===== config.mk =====
export PLATFORM = sky130hd
export DESIGN_NAME = esae_queue
export DESIGN_NICKNAME = d
export VERILOG_FILES = /design/src/sv/esae_pkg.sv /design/src/sv/esae_queue.sv
export SDC_FILE = /design/constraint.sdc
export NUM_CORES = 1
export LEC_CHECK = 0
export BUFFER_PORTS_ARGS = -buffer_cell sky130_fd_sc_hd__buf_2
export CAP_MARGIN = 10
export CORE_ASPECT_RATIO = 1.25
export CORE_MARGIN = 4
export CORE_UTILIZATION = 25
export DETAILED_ROUTE_END_ITERATION = 6
export GPL_ROUTABILITY_DRIVEN = 0
export PLACE_DENSITY_LB_ADDON = 0.1
export SKIP_LAST_GASP = 1
export SYNTH_ARGS = -nofsm -noshare
export SYNTH_HDL_FRONTEND = slang
export SYNTH_SLANG_ARGS = --single-unit

===== constraint.sdc =====
create_clock -name clk -period 3.27 [get_ports clk]
set_input_delay 0.981 -clock clk [delete_from_list [all_inputs] [get_ports clk]]
set_output_delay 0.981 -clock clk [all_outputs]
set_load 0.05 [all_outputs]

===== src/sv/esae_pkg.sv =====
package esae_pkg;

    localparam int WindowLenDef  = 8;
    localparam int QueueDepthDef = 2;
    localparam int AddrW         = 5;

    localparam logic [2:0] RegOverflowSpan    = 3'd0;
    localparam logic [2:0] RegReloadValue     = 3'd1;
    localparam logic [2:0] RegVelocityGain    = 3'd2;
    localparam logic [2:0] RegAngleGain       = 3'd3;
    localparam logic [2:0] RegInvertDirection = 3'd4;

    localparam logic [16:0] SpanRst   = 17'd65535;
    localparam logic [15:0] ReloadRst = 16'd65535;
    localparam logic [31:0] GainRst   = 32'd65536;

    localparam logic KindTick     = 1'b0;
    localparam logic KindOverflow = 1'b1;

    localparam logic [31:0] Max32 = 32'h7FFF_FFFF;
    localparam logic [31:0] Min32 = 32'h8000_0000;
    localparam logic [47:0] Max48 = 48'h7FFF_FFFF_FFFF;
    localparam logic [47:0] Min48 = 48'h8000_0000_0000;

    typedef struct packed {
        logic [16:0] overflow_span;
        logic [15:0] reload_value;
        logic [31:0] velocity_gain;
        logic [31:0] angle_gain;
        logic        invert_direction;
    } cfg_t;

    typedef struct packed {
        logic [15:0] counter_value;
        logic [31:0] overflow_count;
    } tick_word_t;

endpackage


===== src/sv/esae_queue.sv =====
module esae_queue #(
    parameter int DEPTH = esae_pkg::QueueDepthDef
) (
    input  logic                   clk,
    input  logic                   rst_n,
    input  logic                   push,
    input  esae_pkg::tick_word_t   wdata,
    output logic                   full,
    input  logic                   pop,
    output esae_pkg::tick_word_t   rdata,
    output logic                   empty
);

    localparam int PW = $clog2(DEPTH);
    localparam int CW = $clog2(DEPTH + 1);

    esae_pkg::tick_word_t mem_reg [DEPTH];
    logic [PW-1:0] wr_ptr_reg;
    logic [PW-1:0] rd_ptr_reg;
    logic [CW-1:0] count_reg;
    logic [PW-1:0] wr_ptr_next;
    logic [PW-1:0] rd_ptr_next;
    logic [CW-1:0] count_next;
    logic          do_push;
    logic          do_pop;

    assign full    = (count_reg == CW'(DEPTH));
    assign empty   = (count_reg == '0);
    assign do_push = push && !full;
    assign do_pop  = pop && !empty;
    assign rdata   = mem_reg[rd_ptr_reg];

    always_comb
    begin
        wr_ptr_next = wr_ptr_reg;
        rd_ptr_next = rd_ptr_reg;
        count_next  = count_reg;
        if (do_push)
            wr_ptr_next = (wr_ptr_reg == PW'(DEPTH - 1)) ? '0 : wr_ptr_reg + PW'(1);
        if (do_pop)
            rd_ptr_next = (rd_ptr_reg == PW'(DEPTH - 1)) ? '0 : rd_ptr_reg + PW'(1);
        if (do_push && !do_pop)
            count_next = count_reg + CW'(1);
        else if (do_pop && !do_push)
            count_next = count_reg - CW'(1);
    end

    always_ff @(posedge clk or negedge rst_n)
    begin
        if (!rst_n)
        begin
            wr_ptr_reg <= '0;
            rd_ptr_reg <= '0;
            count_reg  <= '0;
        end
        else
        begin
            wr_ptr_reg <= wr_ptr_next;
            rd_ptr_reg <= rd_ptr_next;
            count_reg  <= count_next;
        end
    end

    always_ff @(posedge clk)
    begin
        if (do_push)
            mem_reg[wr_ptr_reg] <= wdata;
    end

endmodule


After elaboration in Yosys (flattened, before gate mapping) --
Memories as Yosys holds them, arrays and structs flattened. Index checks and enable logic that the tools add are counted.
Cells by class: add/subtract/negate cells 4, equal/unequal tests 1, multiplexer cells 6, reduce and logical (&&, ||, !) cells 10
Operator list (number):
- $logic_and A1 B1 Y1 | 4
- $logic_not A1 Y1 | 4
- $mux W1 | 4
- $mux W2 | 2
- $add A1 B1 Y1 const B | 2
- $add A2 B1 Y2 const B | 1
- $eq A2 B2 Y1 const B | 1
- $logic_not A2 Y1 | 1
- $reduce_bool A2 Y1 | 1
- $sub A2 B1 Y2 const B | 1
Storage, ports and cells: flip-flop bits (word level) 4, bits in writable memories 96, bits of input ports 52, output and inout bits 50, word-level logic and storage cells 25, memories kept 1
Memory list:
- mem_reg | words 2, width 48, read ports 1, clocked after Yosys merged registers in 0, write ports 1, line esae_queue.sv:17 | esae_pkg::tick_word_t mem_reg [DEPTH];

Depth between registers and ports, before layout --
depth after elaboration 7, depth in mapped cells 7, depth with buffers taken out 7

Least setup slack after synthesis --
Ideal clock, no wire load.
kind input port to flip-flop, start point in push, end point mem mem_reg[0][0] (netlist name), enable pin, setup time 454 ps, arrival time 3085 ps, required time 2816 ps, path slack -269 ps, stages on the path 2, path buffers 0, path through nand2_1 nor2_1
On the way: longest elaborated chain between the ends 3
RTL lines:
- start, declared | line esae_queue.sv:6 | input logic push,
- $logic_and A1 B1 Y1 | line esae_queue.sv:29 | assign do_push = push && !full;
- $mux W1 | line esae_queue.sv:66 | if (do_push)
- $mux W1 (implied by the code) | line esae_queue.sv:67 | mem_reg[wr_ptr_reg] <= wdata;
- end, declared | line esae_queue.sv:17
No other way between the ends.

==> flow_summary.json <==
{
  "drtIter0Drc": 65,
  "synth.top_cell.area_share_pct": 77.8,
  "setup_viol": 0,
  "placed_cells": 449,
  "synth.avg_cell_area_um2": 22.1,
  "clock_sinks": 100,
  "gr-total-overflow": 0,
  "finalCritPeriodShare_pct": 82.7,
  "nets": 335,
  "period_needed_ns": 2.70,
  "dieArea_mm2": 0.0168,
  "cp_cell_sequence": "buf_4, mux2_2, buf_2",
  "max_cap_viol_count": 0,
  "ant_nets": 0,
  "arrival_ns": 1.72,
  "critPathLaunchType": "flip-flop",
  "crit_path_max_fanout": 14,
  "powerDensity_mw_per_mm2": 1050,
  "cts_buffer_depth": 2,
  "port_buffers": 101,
  "grt_pass1_vias": 2073,
  "cts_buffers": 9,
  "hold_path.class": "primary input to async pin",
  "grtUsageMet1_pct": 10.8,
  "ys_seq_area_share_pct": 80.5,
  "drive_above_1_share_pct": 60.3,
  "synthTopCellsByArea": "edfxtp_1 (78%), mux2_2 (12%), mux2_4 (4.1%)",
  "synth_top_cell_by_area": "edfxtp_1",
  "largest_reg_flops": 96,
  "fp-row-count": 49,
  "start_util_pct": 25.6,
  "grt_setup_unrepaired": "false",
  "die_width_um": 117,
  "final_util_pct": 32.8,
  "syn_to_final_growth_pct": 28.0,
  "max_stage_delay_ns": 0.50,
  "io_pins": 102,
  "instances_no_fill": 465,
  "core-area_mm2": 0.0145,
  "synth_nets": 221,
  "post_cts_buffers": 0,
  "grt_busiest_layer": "met2",
  "vias": 1883,
  "grt_util_met2_pct": 14.3,
  "grt_start_max_net_pins": 30,
  "outcome": "completed",
  "final_cell_area_mm2": 0.00474,
  "yosysWarningCount": 0,
  "fmax_mhz": 370,
  "synth_area_mm2": 0.00371,
  "cts_tree": "built",
  "synth-seq-cells": 100,
  "worst_pin_slew_ns": 0.432,
  "die_h_um": 144,
  "slew_headroom_pct": 71.2,
  "drtPass1Iterations": 6,
  "ys_types": 16,
  "post_cts_resize_count": 0,
  "holdBufCountCts": 0,
  "total_leakage_power_nw": 1.81,
  "clk_latency_ns": 0.34,
  "track_usage_pct": 9.00,
  "dp_hpwl_mm": 4.88,
  "setup-tns-final_ns": 0,
  "worst_clock_skew_ns": 0.00646,
  "crit_required_ns": 2.29,
  "h-tree-depth": 3,
  "route.detailed.drc": 0,
  "hold_violations": 0,
  "fin_hold_ws_ns": 0.436,
  "wirelength_mm": 7.25,
  "num_antenna_cells": 0,
  "ir_drop_mv": 0.436,
  "grt_pass1_wl_mm": 11.0,
  "crit_type": "flip-flop to output pin",
  "endpoint_kind": "output pin",
  "viasPerCell": 4.05,
  "cts_root_buf": "clkbuf_16",
  "fill_cells": 1427,
  "wl_per_cell_um": 15.6,
  "cpMaxStageDelayCell": "dfrtp_2",
  "maxSlewViolCount": 0,
  "synth_cells": 168,
  "grt_antenna_before_repair": 1,
  "placedInstanceArea_mm2": 0.00446,
  "met3_usage_pct": 3.47,
  "clk_pin_slew_ns": 0.06
}
[cell usage after synthesis]
library cell and number:
xnor2_1 3, buf_6 1, buf_4 3, o21ai_0 1
mux2_2 38, edfxtp_1 96, nand2b_1 1, nand2_1 1
dfrtp_1 4, nor2_1 3, mux2_4 10, xor2_1 2
inv_1 2, and3_1 1, ha_1 1, buf_8 1
[stage by stage]
| step | setup slack [ns] | power (mW) |
|---|---|---|
| finish | 0.566 | 5.00 |
| CTS | 0.501 | 5.11 |
| global route | 0.443 | 5.26 |
| global placement | 0.898 | 4.08 |
| floorplan | 0.529 | 3.58 |
| detailed placement | 0.889 | 4.08 |
[where the power goes]
part / switching, mW / internal [mW] / leakage [nW]
sequential: 0.0951 / 1.75 / 0.937
combinational: 1.52 / 0.624 / 0.726
clock: 0.428 / 0.576 / 0.143
total: 2.04 / 2.96 / 1.81
[cell usage in the layout (no fill, tap or decap)]
cell and n:
ha_1 1, edfxtp_1 96, mux2_2 38, clkbuf_1 2, nand2_1 1, and3_2 1
xor2_1 2, clkbuf_16 9, buf_2 101, dfrtp_2 1, o21ai_0 1, buf_4 6
nor2_1 2, nor2_4 1, dfrtp_1 3, inv_1 2, buf_12 1, xnor2_1 3
mux2_4 10, clkbuf_8 3, clkinv_2 2, nand2b_1 1
[path summary, 6_finish.rpt]
check / endpoint / cells past startpoint / slack, ns / from
setup reg to reg: mem_reg[0][8] / 4 / 1.67 / count_reg[0]
setup / recovery: rdata[39] / 3 / 0.57 / rd_ptr_reg
min in group clk: count_reg[1] / 1 / 0.52 / count_reg[1]
max in group asynchronous: rd_ptr_reg / 1 / 2.70 / rst_n
hold / removal: count_reg[1] / 1 / 0.44 / rst_n
hold reg to reg: count_reg[1] / 1 / 0.52 / count_reg[1]
[layout make-up]
type,count,area [um^2],area share (%)
Clock buffer,14,274,5.78
Clock inverter,2,10.0,0.211
Inverter,2,7.51,0.158
Multi-Input combinational cell,61,676,14.2
Sequential cell,100,2980,62.9
Tap cell,178,223,4.69
Timing Repair Buffer,108,571,12.0
[kinds of logic (layout without fill, tap and decap cells)]
| logic type | Yosys count | after routing | synth area share (%) |
|---|---|---|---|
| compound gates | 1 | 1 | 0.135 |
| xor+xnor | 5 | 5 | 1.18 |
| fa+ha+maj | 1 | 1 | 0.338 |
| buf+inv | 7 | 126 | 1.52 |
| flops | 100 | 100 | 80.5 |
| mux | 48 | 48 | 15.6 |
| simple gates | 6 | 6 | 0.743 |
[per-layer routing]
| metal | share of wire, % | wire length, um | up-vias |
|---|---|---|---|
| met5 | 0.097 | 7 | - |
| met4 | 2.0 | 148 | 2 |
| met3 | 7.0 | 511 | 15 |
| met2 | 49 | 3590 | 64 |
| met1 | 41 | 2990 | 919 |
| li1 | - | - | 883 |
[worst max-delay path, delay by kind of cell (launching register included)]
| family | cells | cell delay (ns) |
|---|---|---|
| buf+inv | 2 | 0.52 |
| flops | 1 | 0.50 |
| mux | 1 | 0.36 |
(Power assumes the default switching activity.)
