<file path="config.mk">
export PLATFORM = sky130hd
export DESIGN_NAME = esae_front
export DESIGN_NICKNAME = d
export VERILOG_FILES = /design/src/sv/esae_pkg.sv /design/src/sv/esae_front.sv
export SDC_FILE = /design/constraint.sdc
export NUM_CORES = 1
export LEC_CHECK = 0
export ABC_AREA = 1
export BUFFER_PORTS_ARGS = -buffer_cell sky130_fd_sc_hd__buf_2
export CAP_MARGIN = 5
export CORE_MARGIN = 2
export CORE_UTILIZATION = 25
export DETAILED_ROUTE_END_ITERATION = 10
export GPL_ROUTABILITY_DRIVEN = 0
export GPL_TIMING_DRIVEN = 0
export PLACE_DENSITY = 0.51
export SYNTH_ARGS = -nofsm -noshare
export SYNTH_HDL_FRONTEND = slang
export SYNTH_SLANG_ARGS = --single-unit
</file>
<file path="constraint.sdc">
create_clock -name clk -period 1.9 [get_ports clk]
set_clock_uncertainty 0.1 [all_clocks]
set_input_delay 0.38 -clock clk [delete_from_list [all_inputs] [get_ports clk]]
set_output_delay 0.38 -clock clk [all_outputs]
set_load 0.005 [all_outputs]
</file>
<file path="src/sv/esae_pkg.sv">
package esae_pkg;

    localparam int WindowLenDef  = 8;
    localparam int QueueDepthDef = 2;
    localparam int AddrW         = 5;

    localparam logic [2:0] RegOverflowSpan    = 3'd0;
    localparam logic [2:0] RegReloadValue     = 3'd1;
    localparam logic [2:0] RegVelocityGain    = 3'd2;
    localparam logic [2:0] RegAngleGain       = 3'd3;
    localparam logic [2:0] RegInvertDirection = 3'd4;

    localparam logic [16:0] SpanRst   = 17'd65535;
    localparam logic [15:0] ReloadRst = 16'd65535;
    localparam logic [31:0] GainRst   = 32'd65536;

    localparam logic KindTick     = 1'b0;
    localparam logic KindOverflow = 1'b1;

    localparam logic [31:0] Max32 = 32'h7FFF_FFFF;
    localparam logic [31:0] Min32 = 32'h8000_0000;
    localparam logic [47:0] Max48 = 48'h7FFF_FFFF_FFFF;
    localparam logic [47:0] Min48 = 48'h8000_0000_0000;

    typedef struct packed {
        logic [16:0] overflow_span;
        logic [15:0] reload_value;
        logic [31:0] velocity_gain;
        logic [31:0] angle_gain;
        logic        invert_direction;
    } cfg_t;

    typedef struct packed {
        logic [15:0] counter_value;
        logic [31:0] overflow_count;
    } tick_word_t;

endpackage

</file>
<file path="src/sv/esae_front.sv">
module esae_front (
    input  logic                   clk,
    input  logic                   rst_n,
    input  logic [15:0]            reload_value,
    input  logic                   item_valid,
    output logic                   item_ready,
    input  logic                   kind,
    input  logic [15:0]            counter_value,
    input  logic                   full,
    output logic                   push,
    output esae_pkg::tick_word_t   word
);

    logic [31:0] ovf_reg;
    logic [31:0] ovf_next;
    logic        accept;
    logic [15:0] half;

    assign item_ready = !full;
    assign accept     = item_valid && item_ready;
    assign half       = reload_value >> 1;
    assign push       = accept && (kind == esae_pkg::KindTick);

    assign word.counter_value  = counter_value;
    assign word.overflow_count = ovf_reg;

    // overflow direction from the counter position against half the reload
    always_comb
    begin
        ovf_next = ovf_reg;
        if (accept && (kind == esae_pkg::KindOverflow))
        begin
            if (counter_value > half)
                ovf_next = ovf_reg - 32'd1;
            else
                ovf_next = ovf_reg + 32'd1;
        end
    end

    always_ff @(posedge clk or negedge rst_n)
    begin
        if (!rst_n)
            ovf_reg <= '0;
        else
            ovf_reg <= ovf_next;
    end

endmodule

</file>
## Word level (Yosys, flattened, before mapping)

Cells that the tools add are included.

- Word-level logic and storage cells: 10
- Input port bits: 37
- Output and inout port bits: 50
- Bits in registers: 32

- Reduce and logical (&&, ||, !) cells: 4
- Magnitude comparators: 1
- Mux-type cells: 1
- Bitwise operators: 1
- $add $sub $neg: 2

Operators with widths:

| cell | number |
|---|---|
| adder 32 x 1 -> 32 bit, second input constant | 1 |
| two-way mux 32 bit | 1 |
| subtractor 32 x 1 -> 32 bit, second input constant | 1 |
| > comparator 16 x 15 -> 1 bit | 1 |
| logical AND 1 bit | 3 |
| logical NOT 1 bit | 1 |
| inverter 1 bit | 1 |

## Longest topological paths before layout

- Depth in word-level cells: 3
- Mapped depth: 27
- Depth with buffers taken out: 27

## Least setup slack after synthesis

Ideal clock, no wire load.

- Path type: input port to flip-flop
- Start point: input port reload_value[12]
- End point: register ovf_reg[27]
- Path buffers: 0
- Data required time: 1.682 ns
- Data arrival time: 2.949 ns
- Stages on the path: 18
- Setup slack: -1.268 ns
- Setup time: 0.118 ns
- Cell sequence: inv_1 ha_1 nand4_1 nor3_1 nand2_1 nand2_1 nand2_1 inv_1 ha_1 nand2_1 inv_1 a21oi_2 nand2_2 a21oi_2 nand2b_1 nand3_1 nand3_1 nand2_1

- Cells in the longest elaborated chain, start to end: 2

RTL lines:

| element | line | RTL |
|---|---|---|
| start: declaration | esae_front.sv:4 | `input logic [15:0] reload_value,` |
| > comparator 16 x 15 -> 1 bit | esae_front.sv:33 | `if (counter_value > half)` |
| two-way mux 32 bit | esae_front.sv:33 |  |
| end signal: assignment | esae_front.sv:45 | `ovf_reg <= ovf_next;` |
| end: declaration | esae_front.sv:14 | `logic [31:0] ovf_reg;` |

Every way passes these cells.
A chain may end at the register's enable or synchronous reset.

## Final worst setup path

- Start point: input port reload_value[15]
- End point: register ovf_reg[11]

The elaborated chain is that of the path after synthesis.

==> results.json <==
{
  "status": "complete, but fails checks",
  "violations": "setup timing",
  "route.detailed.drc": 0,
  "largest_register_ff_count": 32,
  "powerDensity_nw_per_um2": 1630,
  "via_count": 4133,
  "p_leak_uw": 0.00263,
  "ioPinCount": 87,
  "cts_made_buffers": 5,
  "worst_pin_slew_ps": 747,
  "htreeDepth": 2,
  "reg2regPathDepth": 9,
  "ys_top_cells_by_area": "dfrtp_1 (22%), nand2_1 (19%), ha_1 (15%), inv_1 (6.2%), nand3_1 (5.2%)",
  "initial_utilization_pct": 25.4,
  "synthArstFlopShare_pct": 100,
  "worstPathMaxFanout": 8,
  "fin_crit_ps": 2930,
  "drive_above_1_share_pct": 45.0,
  "clk_latency_ps": 290,
  "place_ws_ps": -2050,
  "rsz0062_at_grt": "yes",
  "core-area_sq_um": 14400,
  "fin_util_pct": 39.1,
  "synth-simple-area-share_pct": 35.4,
  "synthesis.nets": 652,
  "drtIter0Drc": 183,
  "grt-ovfl-total": 0,
  "die_area_sq_um": 15700,
  "antenna_found_initial": 0,
  "rows": 44,
  "multi_input_area_sq_um": 3400,
  "wl_per_cell_um": 13.7,
  "m1WireLength_mm": 5.52,
  "synth_mux_area_share_pct": 0,
  "clock_path_buffers": 2,
  "vdd_drop_max_v": 0.000869,
  "grt_max_degree": 33,
  "end_kind": "flop",
  "synth-warning-count": 0,
  "arrival_ps": 2970,
  "fillers": 1517,
  "drt-total-wl_mm": 11.9,
  "die_h_um": 125,
  "dp_hpwl_mm": 8.76,
  "synth_ff_type": "dfrtp_1",
  "route.met2.wl_mm": 5.53,
  "synth_cells": 569,
  "synth-adder-area-share_pct": 15.9,
  "netlist_area_sq_um": 3670,
  "num_antenna_cells": 0,
  "clk_pin_slew_ps": 50,
  "fmax_mhz": 341,
  "grt_usage_pct": 15.0,
  "syn_area_per_cell_sq_um": 6.45,
  "postPlaceCellArea_sq_um": 4520,
  "final_cell_area_sq_um": 5630,
  "stdcell_count": 869,
  "drv_cap": 0,
  "synth_top_area_cell": "dfrtp_1",
  "cp.required_ps": 1940,
  "synth-seq-cells": 32,
  "synth_top_family_by_area": "simple AND/OR/NAND/NOR gates",
  "start_kind": "input port",
  "synth-edff-count": 0,
  "synth_xor_xnor_area_share_pct": 3.58,
  "hold_path_class": "input port to async pin",
  "drt-vias-per-instance": 4.76,
  "critical_path_class": "input port to flop",
  "post-route-period-util_pct": 154,
  "first_pass_iters": 5,
  "synth_top_area_share_pct": 21.8,
  "die_width_um": 125,
  "place_inst": 838,
  "tritoncts": "done",
  "port_buffers": 85,
  "setup_ws_ps": -1030,
  "highest_layer": "met4",
  "synth_cell_types": 33,
  "synth_compound_gate_area_share_pct": 12.9,
  "cts_hold_buf": 0,
  "hold_viol_final": 0,
  "grt_pass1_vias": 4105,
  "clock-sinks": 32,
  "regArea_sq_um": 801,
  "nets": 768,
  "slew-limit-headroom_pct": 50.2,
  "grt_first_pass_wirelength_mm": 19.5,
  "drv_slew": 0,
  "syn_to_final_growth_pct": 53.5,
  "final-setup-viol-count": 31,
  "cts-root-buf": "clkbuf_16",
  "ys_seq_area_share_pct": 21.8,
  "ant_nets": 0,
  "wl_met3_um": 639
}
==> cells in the mapped netlist (all sizes together), types with 3 or more instances <==
cell	n
nand2	191
inv	62
nor2	55
ha	45
a21oi	38
nand3	38
dfrtp	32
o21ai	31
buf	18
xnor2	12
nand3b	7
nand4	7
nor3	7
a21o	4
clkbuf	4
o21a	4
o21bai	4
xor2	3
==> metrics by stage <==
step                      TNS (ps)  hold slack [ps]  total power [uW]
after floorplan             -32230            -15.6              4950
after global placement      -55440              401              6270
after detailed placement    -56130              403              6300
after CTS                   -24940             97.6              8250
after global routing        -32210              133             10000
final                       -27140             57.2              9210
==> worst max-delay path, stage by stage <==
cell and delay [ps]:
buf_2 100, inv_4 30, ha_4 260, nand2_4 50, nor3_2 230, nand3_2 130
nand2_4 140, clkinvlp_4 160, clkbuf_16 230, ha_4 270, nand2_4 80, nand2_4 60
a21oi_2 140, nand2_2 110, a21oi_4 200, buf_4 140, xor2_1 160, o21ai_0 90
==> routing by layer <==
metal / vias to the layer above / GRT usage, %
met4: 0 / 5.69
met1: 1901 / 19.8
met2: 135 / 24.7
met5: - / 0
met3: 14 / 2.14
li1: 2083 / -
==> power breakdown <==
part | total [uW] | internal [uW] | switching [uW]
Sequential | 1450 | 1010 | 436
Clock | 789 | 476 | 312
Combinational | 6970 | 3120 | 3850
Total | 9210 | 4610 | 4600
==> path summary, 6_finish.rpt <==
kind / to / slack, ps / from
setup / recovery: ovf_reg[11]$_DFFE_PN0P_ / -1030 / reload_value[15]
hold / removal: ovf_reg[4]$_DFFE_PN0P_ / 60 / rst_n
setup reg to reg: ovf_reg[28]$_DFFE_PN0P_ / -140 / ovf_reg[17]$_DFFE_PN0P_
hold reg to reg: ovf_reg[27]$_DFFE_PN0P_ / 420 / ovf_reg[27]$_DFFE_PN0P_
max in group asynchronous: ovf_reg[26]$_DFFE_PN0P_ / 1160 / rst_n
min in group clk: ovf_reg[27]$_DFFE_PN0P_ / 420 / ovf_reg[27]$_DFFE_PN0P_
==> cells in the final DEF (no fill, tap or decap), types with 3 or more instances in the layout <==
cell type / n
inv_4: 3
clkbuf_1: 5
o21ai_0: 9
nor2_1: 32
nand2_1: 142
o21a_1: 4
buf_2: 83
buf_4: 36
inv_1: 46
a21o_1: 4
a21oi_1: 13
xor2_1: 3
inv_2: 11
buf_6: 5
o21bai_1: 3
a21oi_2: 20
nor3_2: 5
clkbuf_16: 6
nand3_1: 29
o21ai_2: 5
ha_4: 35
nor2_2: 15
o21ai_1: 15
a21oi_4: 5
nand3b_1: 7
nor2_4: 8
nand4_1: 7
nand2_4: 8
xnor2_1: 11
ha_1: 9
dfrtp_1: 32
nand2_2: 41
nand3_2: 9
==> timing repair <==
item	in CTS	in global routing
endpoints found under the hold margin	0	0
gates resized for setup	94	74
gates cloned	1	1
endpoints found under the setup margin	31	31
pin swaps	11	37
buffers inserted	9	13
==> cells by family (layout without fill, tap and decap cells) <==
logic type | Yosys count | after routing
compound gates | 83 | 83
xor+xnor | 15 | 15
fa+ha+maj | 46 | 46
buf+inv | 85 | 201
flops | 32 | 32
simple gates | 308 | 308
==> cell type report <==
class,count,share of cell area (%)
multi-input cells,452,60.3
plain buffers,22,2.58
repair buffers,108,11.7
clock inverters,1,0.0888
repair inverters,1,0.133
flip-flops and latches,32,14.2
well taps,184,4.09
clock buffers,6,2.29
inverters,63,4.62
(Power assumes the default switching activity.)
